File: config.mk
export PLATFORM = sky130hd
export DESIGN_NAME = stimulation_cycle_controller_flat
export DESIGN_NICKNAME = d
export VERILOG_FILES = /design/src/hw/rtl/scc_pkg.sv /design/src/hw/rtl/scc_ifs.sv /design/src/hw/rtl/stimulation_cycle_controller.sv /design/src/hw/rtl/scc_time_step.sv /design/src/hw/rtl/scc_update.sv /design/src/flat_wrapper.sv
export SDC_FILE = /design/constraint.sdc
export NUM_CORES = 1
export LEC_CHECK = 0
export BUFFER_PORTS_ARGS = -buffer_cell sky130_fd_sc_hd__buf_4
export CORE_UTILIZATION = 64
export DETAILED_ROUTE_END_ITERATION = 10
export PLACE_DENSITY_LB_ADDON = 0.25
export SLEW_MARGIN = 20
export SYNTH_ARGS = -nofsm -noshare
export SYNTH_HDL_FRONTEND = slang
export SYNTH_SLANG_ARGS = --single-unit
export TNS_END_PERCENT = 50
File: constraint.sdc
create_clock -name clk -period 10.3 [get_ports clk]
set_input_delay 2.06 -clock clk [delete_from_list [all_inputs] [get_ports clk]]
set_output_delay 2.06 -clock clk [all_outputs]
set_load 0.01 [all_outputs]
File: src/hw/rtl/scc_pkg.sv
// Package for the stimulation cycle controller.
// Holds the command, state and limits types and the reset constants.
// No dependencies.
`default_nettype none

package scc_pkg;

    // Item kinds carried on the func bit
    localparam logic FUNC_TICK = 1'b0;
    localparam logic FUNC_SCAN = 1'b1;

    // Configuration register indexes
    localparam logic REG_TIME_FLOOR   = 1'b0;
    localparam logic REG_TIME_CEILING = 1'b1;

    localparam logic [5:0] TIME_FLOOR_RESET   = 6'd4;
    localparam logic [5:0] TIME_CEILING_RESET = 6'd40;
    localparam logic [5:0] PHASE_TIME_RESET   = 6'd4;
    localparam logic [6:0] SECONDS_PER_MINUTE = 7'd60;

    // One command word
    typedef struct packed {
        logic func;
        logic cursor_key_pressed;
        logic pause_key_pressed;
        logic bypass_key_held;
        logic up_key_held;
        logic down_key_held;
    } scc_cmd_t;

    // Controller state; also the source of every result field
    typedef struct packed {
        logic       pause_state;
        logic       cursor_state;
        logic [5:0] contraction_time;
        logic [5:0] relaxation_time;
        logic       bypass_state;
        logic       enable_state;
        logic [1:0] quarter_count;
        logic [6:0] program_count;
        logic [5:0] second_count;
        logic [7:0] minute_count;
    } scc_state_t;

    // Time limits from the configuration registers
    typedef struct packed {
        logic [5:0] time_floor;
        logic [5:0] time_ceiling;
    } scc_limits_t;

    localparam scc_state_t STATE_RESET = '{
        pause_state:      1'b1,
        cursor_state:     1'b0,
        contraction_time: PHASE_TIME_RESET,
        relaxation_time:  PHASE_TIME_RESET,
        bypass_state:     1'b0,
        enable_state:     1'b0,
        quarter_count:    2'd0,
        program_count:    7'd0,
        second_count:     6'd0,
        minute_count:     8'd0
    };

endpackage

`default_nettype wire

File: src/hw/rtl/scc_ifs.sv
// Channel interfaces of the stimulation cycle controller:
// command words, status words and configuration writes.
// No dependencies.
`default_nettype none

interface scc_cmd_if;
    logic valid;
    logic ready;
    logic func;
    logic cursor_key_pressed;
    logic pause_key_pressed;
    logic bypass_key_held;
    logic up_key_held;
    logic down_key_held;

    modport source (
        output valid, func, cursor_key_pressed, pause_key_pressed,
               bypass_key_held, up_key_held, down_key_held,
        input  ready
    );
    modport sink (
        input  valid, func, cursor_key_pressed, pause_key_pressed,
               bypass_key_held, up_key_held, down_key_held,
        output ready
    );
endinterface

interface scc_status_if;
    logic       valid;
    logic       ready;
    logic       drive_enable;
    logic       paused_flag;
    logic       editing_relaxation;
    logic       bypass_active;
    logic [5:0] contraction_now;
    logic [5:0] relaxation_now;
    logic [1:0] quarter_now;
    logic [5:0] seconds_now;
    logic [7:0] minutes_now;

    modport source (
        output valid, drive_enable, paused_flag, editing_relaxation, bypass_active,
               contraction_now, relaxation_now, quarter_now, seconds_now, minutes_now,
        input  ready
    );
    modport sink (
        input  valid, drive_enable, paused_flag, editing_relaxation, bypass_active,
               contraction_now, relaxation_now, quarter_now, seconds_now, minutes_now,
        output ready
    );
endinterface

interface scc_cfg_if;
    logic       valid;
    logic       ready;
    logic       reg_index;
    logic [5:0] reg_data;

    modport source (output valid, reg_index, reg_data, input ready);
    modport sink   (input valid, reg_index, reg_data, output ready);
endinterface

`default_nettype wire

File: src/hw/rtl/stimulation_cycle_controller.sv
// Stimulation cycle controller: command register, next-state logic, status register.
// An accepted word is held in the command register, then its status word in the status register.
// Throughput: one word per cycle while the status channel is not stalled, set by the state update loop.
// Each stage holds while the stage after it is stalled.
// Reset: paused, contraction and relaxation 4, counters zero, floor 4, ceiling 40.
// Depends on scc_pkg, scc_ifs and scc_update.
`default_nettype none

module stimulation_cycle_controller (
    input  wire logic    clk,
    input  wire logic    rst_n,
    scc_cmd_if.sink      cmd,
    scc_status_if.source status,
    scc_cfg_if.sink      cfg
);

    logic                  cmd_valid_reg;
    scc_pkg::scc_cmd_t     cmd_word_reg;
    scc_pkg::scc_cmd_t     cmd_word_next;
    scc_pkg::scc_state_t   state_reg;
    scc_pkg::scc_state_t   state_next;
    scc_pkg::scc_limits_t  limits_reg;
    logic                  out_valid_reg;
    scc_pkg::scc_state_t   out_word_reg;
    logic                  advance;
    logic                  cmd_take;

    // Pipeline flow control
    assign advance   = !out_valid_reg || status.ready;
    assign cmd.ready = !cmd_valid_reg || advance;
    assign cmd_take  = cmd.valid && cmd.ready;
    assign cfg.ready = 1'b1;

    assign cmd_word_next = '{
        func:               cmd.func,
        cursor_key_pressed: cmd.cursor_key_pressed,
        pause_key_pressed:  cmd.pause_key_pressed,
        bypass_key_held:    cmd.bypass_key_held,
        up_key_held:        cmd.up_key_held,
        down_key_held:      cmd.down_key_held
    };

    // Command register
    always_ff @(posedge clk or negedge rst_n)
    begin
        if (!rst_n)
        begin
            cmd_valid_reg <= 1'b0;
        end
        else if (cmd.ready)
        begin
            cmd_valid_reg <= cmd.valid;
        end
    end

    always_ff @(posedge clk)
    begin
        if (cmd_take)
        begin
            cmd_word_reg <= cmd_word_next;
        end
    end

    // Configuration registers
    always_ff @(posedge clk or negedge rst_n)
    begin
        if (!rst_n)
        begin
            limits_reg.time_floor   <= scc_pkg::TIME_FLOOR_RESET;
            limits_reg.time_ceiling <= scc_pkg::TIME_CEILING_RESET;
        end
        else if (cfg.valid && cfg.ready)
        begin
            case (cfg.reg_index)
                scc_pkg::REG_TIME_FLOOR:   limits_reg.time_floor   <= cfg.reg_data;
                scc_pkg::REG_TIME_CEILING: limits_reg.time_ceiling <= cfg.reg_data;
                default:                   limits_reg              <= limits_reg;
            endcase
        end
    end

    scc_update u_update (
        .state_cur (state_reg),
        .cmd_word  (cmd_word_reg),
        .limits    (limits_reg),
        .state_new (state_next)
    );

    // Controller state and status valid
    always_ff @(posedge clk or negedge rst_n)
    begin
        if (!rst_n)
        begin
            state_reg     <= scc_pkg::STATE_RESET;
            out_valid_reg <= 1'b0;
        end
        else if (advance)
        begin
            out_valid_reg <= cmd_valid_reg;
            if (cmd_valid_reg)
            begin
                state_reg <= state_next;
            end
        end
    end

    // Status word register
    always_ff @(posedge clk)
    begin
        if (advance && cmd_valid_reg)
        begin
            out_word_reg <= state_next;
        end
    end

    assign status.valid              = out_valid_reg;
    assign status.drive_enable       = out_word_reg.enable_state;
    assign status.paused_flag        = out_word_reg.pause_state;
    assign status.editing_relaxation = out_word_reg.cursor_state;
    assign status.bypass_active      = out_word_reg.bypass_state;
    assign status.contraction_now    = out_word_reg.contraction_time;
    assign status.relaxation_now     = out_word_reg.relaxation_time;
    assign status.quarter_now        = out_word_reg.quarter_count;
    assign status.seconds_now        = out_word_reg.second_count;
    assign status.minutes_now        = out_word_reg.minute_count;

    // Seconds never reach a full minute
    a_seconds_range: assert property (@(posedge clk) disable iff (!rst_n)
        {1'b0, state_reg.second_count} < scc_pkg::SECONDS_PER_MINUTE)
        else $error("second count out of range");

    // A paused tick holds the counters and turns the drive off
    a_paused_tick: assert property (@(posedge clk) disable iff (!rst_n)
        (advance && cmd_valid_reg && (cmd_word_reg.func == scc_pkg::FUNC_TICK)
         && state_reg.pause_state)
        |=> ($stable(state_reg.quarter_count) && $stable(state_reg.program_count)
             && !state_reg.enable_state))
        else $error("paused tick moved the counters");

    // Holding bypass during a scan forces the drive on
    a_bypass_drive: assert property (@(posedge clk) disable iff (!rst_n)
        (advance && cmd_valid_reg && (cmd_word_reg.func == scc_pkg::FUNC_SCAN)
         && cmd_word_reg.bypass_key_held)
        |=> (state_reg.bypass_state && state_reg.enable_state && out_valid_reg))
        else $error("bypass did not force the drive");

    // A new status word only follows a registered command
    a_status_source: assert property (@(posedge clk) disable iff (!rst_n)
        (!out_valid_reg ##1 out_valid_reg) |-> $past(cmd_valid_reg))
        else $error("status word without a command");

endmodule

`default_nettype wire

File: src/hw/rtl/scc_time_step.sv
// Steps one phase time up and/or down within the floor and ceiling.
// Depends on nothing outside this file.
`default_nettype none

module scc_time_step (
    input  wire logic [5:0] time_cur,
    input  wire logic       up,
    input  wire logic       down,
    input  wire logic [5:0] time_floor,
    input  wire logic [5:0] time_ceiling,
    output logic      [5:0] time_new
);

    logic [5:0] after_up;

    // Increment first, then decrement checked against the incremented value
    always_comb
    begin
        after_up = time_cur;
        if (up && (time_cur < time_ceiling))
        begin
            after_up = time_cur + 6'd1;
        end
        time_new = after_up;
        if (down && (after_up > time_floor))
        begin
            time_new = after_up - 6'd1;
        end
    end

endmodule

`default_nettype wire

File: src/hw/rtl/scc_update.sv
// Next-state logic of the controller for one command word.
// Depends on scc_pkg and scc_time_step.
`default_nettype none

module scc_update (
    input  wire scc_pkg::scc_state_t  state_cur,
    input  wire scc_pkg::scc_cmd_t    cmd_word,
    input  wire scc_pkg::scc_limits_t limits,
    output scc_pkg::scc_state_t       state_new
);

    logic       cursor_after;
    logic [5:0] selected_time;
    logic [5:0] stepped_time;
    logic [1:0] quarter_inc;
    logic [6:0] second_inc;
    logic [6:0] program_inc;
    logic [6:0] cycle_total;

    // Scan side: cursor toggles first, then the selected time is stepped
    assign cursor_after  = state_cur.cursor_state ^ cmd_word.cursor_key_pressed;
    assign selected_time = cursor_after ? state_cur.relaxation_time
                                        : state_cur.contraction_time;

    scc_time_step u_time_step (
        .time_cur     (selected_time),
        .up           (cmd_word.up_key_held),
        .down         (cmd_word.down_key_held),
        .time_floor   (limits.time_floor),
        .time_ceiling (limits.time_ceiling),
        .time_new     (stepped_time)
    );

    // Tick side counters
    assign quarter_inc = state_cur.quarter_count + 2'd1;
    assign second_inc  = {1'b0, state_cur.second_count} + 7'd1;
    assign program_inc = state_cur.program_count + 7'd1;
    assign cycle_total = {1'b0, state_cur.contraction_time}
                       + {1'b0, state_cur.relaxation_time};

    always_comb
    begin
        state_new = state_cur;
        if (cmd_word.func == scc_pkg::FUNC_SCAN)
        begin
            state_new.cursor_state = cursor_after;
            state_new.pause_state  = state_cur.pause_state ^ cmd_word.pause_key_pressed;
            if (cmd_word.bypass_key_held)
            begin
                state_new.bypass_state = 1'b1;
                state_new.enable_state = 1'b1;
            end
            else if (state_cur.bypass_state)
            begin
                state_new.bypass_state = 1'b0;
                state_new.enable_state = 1'b0;
            end
            if (cursor_after)
            begin
                state_new.relaxation_time = stepped_time;
            end
            else
            begin
                state_new.contraction_time = stepped_time;
            end
        end
        else if (state_cur.pause_state)
        begin
            // Paused tick: drive off, counters hold
            state_new.enable_state = 1'b0;
        end
        else
        begin
            state_new.quarter_count = quarter_inc;
            if (quarter_inc == 2'd0)
            begin
                if (second_inc >= scc_pkg::SECONDS_PER_MINUTE)
                begin
                    state_new.second_count = 6'd0;
                    state_new.minute_count = state_cur.minute_count + 8'd1;
                end
                else
                begin
                    state_new.second_count = second_inc[5:0];
                end
            end
            state_new.enable_state = (program_inc <= {1'b0, state_cur.contraction_time});
            state_new.program_count = (program_inc > cycle_total) ? 7'd0 : program_inc;
        end
    end

endmodule

`default_nettype wire

File: src/flat_wrapper.sv
// flat-port wrapper written by rule: the top's interface ports become plain ports
module stimulation_cycle_controller_flat 
  (clk, rst_n, cmd_valid, cmd_func, cmd_cursor_key_pressed, cmd_pause_key_pressed, cmd_bypass_key_held, cmd_up_key_held, cmd_down_key_held, cmd_ready, status_valid, status_drive_enable, status_paused_flag, status_editing_relaxation, status_bypass_active, status_contraction_now, status_relaxation_now, status_quarter_now, status_seconds_now, status_minutes_now, status_ready, cfg_valid, cfg_reg_index, cfg_reg_data, cfg_ready);
  scc_cmd_if cmd_i ();
  scc_status_if status_i ();
  scc_cfg_if cfg_i ();
  input  wire logic clk;
  input  wire logic rst_n;
  input wire logic [$bits(cmd_i.valid)-1:0] cmd_valid;
  input wire logic [$bits(cmd_i.func)-1:0] cmd_func;
  input wire logic [$bits(cmd_i.cursor_key_pressed)-1:0] cmd_cursor_key_pressed;
  input wire logic [$bits(cmd_i.pause_key_pressed)-1:0] cmd_pause_key_pressed;
  input wire logic [$bits(cmd_i.bypass_key_held)-1:0] cmd_bypass_key_held;
  input wire logic [$bits(cmd_i.up_key_held)-1:0] cmd_up_key_held;
  input wire logic [$bits(cmd_i.down_key_held)-1:0] cmd_down_key_held;
  output wire logic [$bits(cmd_i.ready)-1:0] cmd_ready;
  output wire logic [$bits(status_i.valid)-1:0] status_valid;
  output wire logic [$bits(status_i.drive_enable)-1:0] status_drive_enable;
  output wire logic [$bits(status_i.paused_flag)-1:0] status_paused_flag;
  output wire logic [$bits(status_i.editing_relaxation)-1:0] status_editing_relaxation;
  output wire logic [$bits(status_i.bypass_active)-1:0] status_bypass_active;
  output wire logic [$bits(status_i.contraction_now)-1:0] status_contraction_now;
  output wire logic [$bits(status_i.relaxation_now)-1:0] status_relaxation_now;
  output wire logic [$bits(status_i.quarter_now)-1:0] status_quarter_now;
  output wire logic [$bits(status_i.seconds_now)-1:0] status_seconds_now;
  output wire logic [$bits(status_i.minutes_now)-1:0] status_minutes_now;
  input wire logic [$bits(status_i.ready)-1:0] status_ready;
  input wire logic [$bits(cfg_i.valid)-1:0] cfg_valid;
  input wire logic [$bits(cfg_i.reg_index)-1:0] cfg_reg_index;
  input wire logic [$bits(cfg_i.reg_data)-1:0] cfg_reg_data;
  output wire logic [$bits(cfg_i.ready)-1:0] cfg_ready;
  assign cmd_i.valid = cmd_valid;
  assign cmd_i.func = cmd_func;
  assign cmd_i.cursor_key_pressed = cmd_cursor_key_pressed;
  assign cmd_i.pause_key_pressed = cmd_pause_key_pressed;
  assign cmd_i.bypass_key_held = cmd_bypass_key_held;
  assign cmd_i.up_key_held = cmd_up_key_held;
  assign cmd_i.down_key_held = cmd_down_key_held;
  assign cmd_ready = cmd_i.ready;
  assign status_valid = status_i.valid;
  assign status_drive_enable = status_i.drive_enable;
  assign status_paused_flag = status_i.paused_flag;
  assign status_editing_relaxation = status_i.editing_relaxation;
  assign status_bypass_active = status_i.bypass_active;
  assign status_contraction_now = status_i.contraction_now;
  assign status_relaxation_now = status_i.relaxation_now;
  assign status_quarter_now = status_i.quarter_now;
  assign status_seconds_now = status_i.seconds_now;
  assign status_minutes_now = status_i.minutes_now;
  assign status_i.ready = status_ready;
  assign cfg_i.valid = cfg_valid;
  assign cfg_i.reg_index = cfg_reg_index;
  assign cfg_i.reg_data = cfg_reg_data;
  assign cfg_ready = cfg_i.ready;
  stimulation_cycle_controller u_core (.clk(clk), .rst_n(rst_n), .cmd(cmd_i), .status(status_i), .cfg(cfg_i));
endmodule
* Word-level counts from Yosys, hierarchy flattened *
Cells that the tools add are included.

cells by class
  add/subtract/negate cells = 7
  magnitude comparators = 5
  muxes and demuxes = 16
  bitwise operators = 5
  reductions and logical operators = 13

operators by type and width
  operator                                                                              count
  23-bit two-way mux                                                                    2
  6-bit two-way mux                                                                     6
  15-bit two-way mux                                                                    1
  14-bit two-way mux                                                                    1
  8-bit by 1-bit adder with 8-bit output (second input constant)                        1
  8-bit two-way mux                                                                     1
  6-bit by 1-bit adder with 7-bit output (second input constant)                        1
  6-bit by 6-bit adder with 7-bit output                                                1
  7-bit by 1-bit adder with 7-bit output (second input constant)                        1
  7-bit by 6-bit greater-or-equal comparator with 1-bit output (second input constant)  1
  7-bit > comparator                                                                    1
  7-bit by 6-bit less-or-equal comparator with 1-bit output                             1
  7-bit two-way mux                                                                     1
  6-bit by 1-bit adder with 6-bit output (second input constant)                        1
  6-bit > comparator                                                                    1
  6-bit < comparator                                                                    1
  2-bit AND reduction                                                                   3
  6-bit by 1-bit subtractor with 6-bit output (second input constant)                   1
  1-bit logical AND                                                                     4
  4-bit AND reduction                                                                   1
  1-bit two-way mux                                                                     3
  1-bit inverter                                                                        3
  2-bit by 1-bit adder with 2-bit output (second input constant)                        1
  1-bit logical NOT                                                                     2
  other kinds (4)                                                                       6

word-level totals
  register bits after elaboration = 91
  input bits = 18
  output and inout port bits = 35
  logic and storage cells = 75

* Longest topological paths before layout *
Gate-level depths: netlist of run 1.

  depth after elaboration = 10
  gate-level depth with buffers = 18
  depth with buffers taken out = 17

* Cells and area by module *
A second synthesis of run 1 with hierarchy kept.

unflattened totals
  cell total of the unflattened synthesis = 447
  area, all modules = 5424.0 µm²

by module, submodules not included
  module                        times used  cells each  area an instance (µm²)  sequential area each (µm²)
  stimulation_cycle_controller  1           158         3321.9                  2474.9
  scc_update                    1           211         1480.2                  0.0
  scc_time_step                 1           78          621.8                   0.0

* Least setup slack after synthesis of run 1 *
No wires, ideal clock.

  kind = reg-to-reg
  start point = register u_core.state_reg[37] in the netlist's numbering
  end point = register u_core.out_word_reg, in the netlist u_core.status.relaxation_now[1] (data pin)
  setup time = 0.260 ns
  arrival time = 4.170 ns
  required time = 10.040 ns
  setup slack = 5.871 ns
  stages on the path, launching flop included = 18
  path buffers = 1
  clock period less this slack = 4.429 ns
  path through = dfrtp_1 -> xnor2_2 -> buf_4 -> mux2_2 -> ha_1 -> nor3b_1 -> mux2i_1 -> a21oi_2 -> nand2_1 -> xnor2_1 -> inv_1 -> ha_1 -> and4_1 -> o21ai_0 -> a221o_2 -> o211ai_2 -> mux2i_1 -> mux2_2

RTL lines
  item                    line                                 text
  from (decl)             stimulation_cycle_controller.sv:20   scc_pkg::scc_state_t state_reg;
  from (signal assigned)  stimulation_cycle_controller.sv:94   state_reg <= scc_pkg::STATE_RESET;
  from (signal assigned)  stimulation_cycle_controller.sv:102  state_reg <= state_next;
  to (signal assigned)    stimulation_cycle_controller.sv:112  out_word_reg <= state_next;
  to (decl)               stimulation_cycle_controller.sv:24   scc_pkg::scc_state_t out_word_reg;

==> flow_metrics.tcl, run 1 <==
set metrics [dict create \
    status "complete, no violations" \
    ys_ff_latch 91 \
    crit_required_ns 10.43 \
    min_delay_path_depth 1 \
    synth_common_cells "62 x nand2_1, 47 x dfrtp_1, 38 x edfxtp_1" \
    max_slew_margin_pct 39.2 \
    avgSynthCellArea_um2 11.1 \
    total_power_uw 1460 \
    skew_ns 0.0124 \
    grt_pass1_wl_um 17200 \
    drive_gt1_share_pct 21.7 \
    wire_per_inst_um 16.5 \
    ff2ff_path_depth 16 \
    path_cells "xnor2_2 > mux2_2 > ha_1 > a211oi_1 > o21ai_0 > a21oi_2 > nand2_1 > xnor2_1 > inv_1 > ha_1 > and4_1 > o21ai_0 > a221o_2 > o211ai_2 > mux2i_1 > mux2_2" \
    critPathTopFamily "compound AO/OA/AOI/OAI gates" \
    htreeDepth 3 \
    grt_pass1_vias 3668 \
    dpl.cell_count 599 \
    worst_setup_path_start_kind "flip-flop" \
    cts_hold_buf 0 \
    antenna_cells 0 \
    antenna_found_initial 0 \
    endpoint_kind "flip-flop" \
    internal_power_uw 873 \
    synthFlopType "dfrtp_1" \
    whs_ns 0.497 \
    p_leak_uw 0.00252 \
    clockBufferDepth 2 \
    grt_start_max_net_pins 54 \
    fp-row-count 31 \
    switching_share_pct 40.0 \
    die_height_um 90.6 \
    powerDensity_mw_per_mm2 255 \
    async_flop_share_pct 58.2 \
    final_cell_area_mm2 0.00570 \
    seqPwrFrac_pct 37.8 \
    postCtsSetupBuffers 0 \
    stdcell_count 615 \
    arrival_ns 5.35 \
    dp_hpwl_um 7510 \
    setup_violations 0 \
    p_clk_share_pct 16.2 \
    hold_class "flip-flop to flip-flop" \
    syn_to_final_growth_pct 13.6 \
    yosysSeqAreaShare_pct 49.3 \
    totalWireLength_um 10100 \
    dieArea_mm2 0.00820 \
    initial_core_util_pct 67.8 \
    core_mm2 0.00741 \
    cts_tree "done" \
    slowest_stage "xnor2_2" \
    fillers 499 \
    cts-root-buf "clkbuf_8" \
    switchingPower_uw 583 \
    hold_viol_final 0 \
    cts_buffers 9 \
    rsz0062_at_grt "false" \
    drcViolationCount 0 \
    worst_slew_pin_slew_ns 0.906 \
    layout.nets 564 \
    syn_area_mm2 0.00502 \
    drv_cap 0 \
    synth_edf_count 38 \
    grt.total_usage_pct 26.8 \
    min_period_ns 5.23 \
    clkTransAtPathRegs_ns 0.10 \
    syn_nets 507 \
    yosysWarnings 0 \
    critical_path_depth 16 \
    ys_top_cells_by_area "dfrtp_1 23%, edfxtp_1 23%, ha_1 8.5%" \
    clk_latency_ns 0.37 \
    num_io_pins 53 \
    ant_nets 0 \
    grt.overflow.total 0 \
    placed_cell_area_mm2 0.00551 \
    vias 3637 \
    max_freq_mhz 191 \
    finalCritPeriodShare_pct 50.7 \
    p_comb_share_pct 46.1 \
    cts_resized 0 \
    setup_tns_ns 0 \
    largest_register_ffs 39 \
    cts_num_sinks 91 \
    drtIter0Drc 221 \
    cpPeakStageDelay_ns 0.68 \
    portBuffers 51 \
    synth_cell_types 56 \
    die_x_um 90.6 \
    gp_congestion 0.924 \
    detail_route.vias_per_cell 5.91 \
    vdd_ir_drop_max_uv 184 \
    drv_slew 0 \
    syn_inst 454 \
    crit_fanout 15 \
    crit_buf_inv 1 \
    synth.most_common_cell "nand2_1" \
    path_class "flip-flop to flip-flop" \
    synth_area_leader_cell "dfrtp_1" \
    firstDrtPassIters 5 \
    synth.top_cell.area_share_pct 23.4 \
]
## power by group through the flow
| stage | logic, µW | registers [µW] | clock network (µW) |
|---|---|---|---|
| 2_1_floorplan | 487 | 543 | 0 |
| 3_5_place_dp | 658 | 556 | 0 |
| 4_1_cts | 668 | 548 | 240 |
| 6_report | 671 | 550 | 235 |
| 3_3_place_gp | 621 | 552 | 0 |
| 5_1_grt | 755 | 560 | 253 |
## logic make-up (layout without fill, tap and decap cells)
family / count (synthesis) / count (layout) / share of synthesized area, %
simple gates: 141 / 141 / 13.4
flops: 91 / 91 / 49.3
compound gates: 81 / 81 / 11.2
xor+xnor: 40 / 40 / 7.13
fa+ha+maj: 35 / 35 / 8.87
mux: 34 / 34 / 7.55
buf+inv: 31 / 93 / 2.47
other cells: 1 / 1 / 0.0747
## path summary, 6_finish.rpt
check / slack, ns / from / endpoint
setup / recovery: 5.08 / u_core.state_reg[37] / u_core.status.relaxation_now[1]
hold / removal: 0.50 / u_core.state_reg[7] / u_core.state_reg[7]
setup reg to reg: 5.08 / u_core.state_reg[37] / u_core.status.relaxation_now[1]
hold reg to reg: 0.50 / u_core.state_reg[7] / u_core.state_reg[7]
max in group asynchronous: 8.13 / rst_n / u_core.limits_reg[11]
min in group asynchronous: 1.70 / rst_n / u_core.state_reg[21]
## per-layer routing
metal,vias up,routed length (µm),GRT usage (%)
li1,1739,-,-
met2,120,5290,48.8
met1,1764,4270,32.7
met3,14,469,5.05
met5,-,0,0
met4,0,108,6.59
## final cells by class
| cell class | instances | area (µm²) | area share, % |
|---|---|---|---|
| clock buffers | 9 | 124 | 2.17 |
| clock inverters | 7 | 68.8 | 1.21 |
| repair buffers | 52 | 390 | 6.84 |
| flip-flops and latches | 91 | 2470 | 43.4 |
| inverters | 25 | 93.8 | 1.65 |
| multi-input cells | 332 | 2430 | 42.6 |
| well taps | 99 | 124 | 2.17 |
## worst reg2reg max path, stage by stage (launching register included)
cell and delay (ns):
dfrtp_1 0.44, xnor2_2 0.68, mux2_2 0.48, ha_1 0.21
a211oi_1 0.23, o21ai_0 0.22, a21oi_2 0.38, nand2_1 0.12
xnor2_1 0.37, inv_1 0.09, ha_1 0.31, and4_1 0.19
o21ai_0 0.14, a221o_2 0.45, o211ai_2 0.21, mux2i_1 0.16
mux2_2 0.30
## layout by cell type, fill, tap and decap left out, types with 5 or more instances in the layout
cell      instances
dfstp_2           6
xnor2_1          31
o21ai_0          28
a21oi_1           9
nand4_1           6
dfrtp_1          47
and3_1           10
nor2b_1           6
o21a_1            5
inv_1            24
edfxtp_1         38
clkbuf_8          9
ha_1             34
a22o_1            6
nand2b_1          6
nand2_1          62
mux2i_1           6
nor2_1           18
nand3_1          15
xor2_1            8
mux2_2           27
buf_4            52
## metrics by stage
stage          setup WS, ns  util (%)
3_3_place_gp           5.44      74.3
3_5_place_dp           5.17      74.3
4_1_cts                5.14      76.9
6_report               5.08      77.0
5_1_grt                4.72      77.0
2_1_floorplan          5.87         -
Power figures use the tool's default switching activity.
==> inputs of run 2 (changes only) <==
CORE_UTILIZATION = 53   (was 64)
clock period = 4.5 ns   (was 10.3 ns; I/O delays follow)
==> run 2 against run 1 <==
Sequential share of layout area is 2.2 points lower. Fmax is 17% higher. Sequential power is 130% higher. Wire length is 3.7% higher. Power is 150% higher. Clock-buffer cell count stayed put. Non-clock buffer count is 15 higher. Critical endpoint is now u_core.status.contraction_now[2].
==> flow_metrics.tcl, run 2 (synthesized netlist as in run 1, its figures left out) <==
set metrics [dict create \
    status "complete, no violations" \
    final_util_pct 65.4 \
    whs_ns 0.496 \
    internal_power_uw 2200 \
    drv_slew 0 \
    gp_congestion 0.893 \
    p_comb_share_pct 50.1 \
    initial_core_util_pct 54.6 \
    drv_cap 0 \
    clk_latency_ns 0.37 \
    dpl.cell_count 618 \
    reg2reg_to "u_core.status.contraction_now[2]" \
    crit_required_ns 4.62 \
    endpoint "u_core.status.contraction_now[2]" \
    ff2ff_path_depth 17 \
    dieArea_mm2 0.00987 \
    slowest_stage "edfxtp_1" \
    worst_slew_pin_slew_ns 0.912 \
    vdd_ir_drop_max_uv 331 \
    drtIter0Drc 132 \
    layout_commonest_cell "buf_4" \
    layout.nets 579 \
    placed_cell_area_mm2 0.00557 \
    wire_per_inst_um 16.4 \
    stdcell_count 642 \
    critical_path_depth 17 \
    max_freq_mhz 224 \
    portBuffers 51 \
    dp_hpwl_um 7530 \
    grt_pass1_vias 3465 \
    hold_viol_final 0 \
    fillers 744 \
    largest_register_ffs 39 \
    htreeDepth 3 \
    hold_class "flip-flop to flip-flop" \
    path_class "flip-flop to flip-flop" \
    drive_gt1_share_pct 27.9 \
    worst_setup_path_start_kind "flip-flop" \
    syn_to_final_growth_pct 19.8 \
    clkTransAtPathRegs_ns 0.10 \
    core_mm2 0.00920 \
    grt.total_usage_pct 21.7 \
    grt_pass1_wl_um 16500 \
    p_leak_uw 0.00263 \
    finalCritPeriodShare_pct 99.1 \
    cts-root-buf "clkbuf_8" \
    switchingPower_uw 1440 \
    antenna_cells 0 \
    clockBufferDepth 2 \
    firstDrtPassIters 4 \
    final_cell_mix "65 x buf_4, 62 x nand2_1, 47 x dfrtp_1" \
    crit_buf_inv 2 \
    powerDensity_mw_per_mm2 605 \
    cts_buffers 9 \
    num_io_pins 53 \
    vias 3652 \
    die_x_um 99.3 \
    arrival_ns 4.58 \
    detail_route.vias_per_cell 5.69 \
    final_cell_area_mm2 0.00601 \
    cts_num_sinks 91 \
    seqPwrFrac_pct 35.0 \
    fp-row-count 35 \
    cts_tree "done" \
    cpPeakStageDelay_ns 0.50 \
    path_cells "xnor2_4 > mux2i_1 > inv_1 > ha_4 > a211oi_2 > o21ai_2 > a21oi_2 > mux2i_1 > inv_1 > ha_1 > a21o_1 > a21oi_2 > nor2_1 > a221o_2 > o2111ai_4 > xnor2_2 > o21ai_1" \
    setup_tns_ns 0 \
    die_height_um 99.3 \
    r2r_slack_ns 0.04 \
    drcViolationCount 0 \
    antenna_found_initial 0 \
    switching_share_pct 39.5 \
    cts_hold_buf 0 \
    grt_start_max_net_pins 54 \
    max_slew_margin_pct 38.7 \
    ant_nets 0 \
    skew_ns 0.0132 \
    totalWireLength_um 10500 \
    critPathTopFamily "compound AO/OA/AOI/OAI gates" \
    endpoint_kind "flip-flop" \
    p_clk_share_pct 14.9 \
    cp-startpoint "u_core.cmd_word_reg[4]" \
    crit_fanout 7 \
    min_period_ns 4.46 \
    setup_violations 0 \
    r2r_start "u_core.cmd_word_reg[4]" \
    grt.overflow.total 0 \
]
[run 2: cell types whose count changed in the layout (fill, tap and decap cells not counted), sizes merged]
cell,delta
buf,+15
clkinv,+2
clkinvlp,-1
inv,-1
[run 2: repair_timing]
action	4_1_cts	5_1_grt
pin swaps	1	15
gates resized for setup	2	30
buffers inserted	1	7
endpoints found under the setup margin	12	24
[run 2: area by class of cell]
cell class / instances / area, µm² / share of cell area, %
multi-input combinational: 332 / 2590 / 43.1
sequential: 91 / 2470 / 41.2
timing repair buffer: 67 / 519 / 8.64
tap: 111 / 139 / 2.31
clock buffer: 9 / 124 / 2.06
inverter: 25 / 93.8 / 1.56
clock inverter: 7 / 70.1 / 1.17
[run 2: per-stage QoR]
| step | total power [µW] | worst slack [ns] |
|---|---|---|
| after global routing | 3890 | -0.218 |
| after floorplan | 2360 | 0.0706 |
| after detailed placement | 2840 | -0.121 |
| final | 3640 | 0.0394 |
| after global placement | 2770 | 0.0507 |
| after CTS | 3400 | 0.00350 |
[run 2: worst min path at each step]
stage | slack [ns] | end | cells past startpoint | start
final | 0.50 | u_core.state_reg[7] | 1 | u_core.state_reg[7]
after global routing | 0.52 | u_core.state_reg[23] | 2 | u_core.state_reg[23]
after CTS | 0.50 | u_core.state_reg[7] | 1 | u_core.state_reg[7]
after detailed placement | 0.48 | u_core.state_reg[23] | 2 | u_core.state_reg[23]
after global placement | 0.46 | u_core.state_reg[23] | 2 | u_core.state_reg[23]
after floorplan | 0.44 | u_core.state_reg[23] | 2 | u_core.state_reg[23]
[run 2: power groups by stage]
stage,Clock [µW],Sequential (µW),Combinational [µW]
6_report,542,1270,1820
4_1_cts,553,1260,1580
3_3_place_gp,0,1270,1500
3_5_place_dp,0,1280,1560
2_1_floorplan,0,1240,1120
5_1_grt,583,1290,2020
[run 2: layer usage]
metal	up-vias	GRT usage [%]	wire, µm
li1	1765	-	-
met1	1774	27.1	4650
met2	93	36.9	5220
met3	20	3.16	359
met4	0	10.9	278
met5	-	0	0
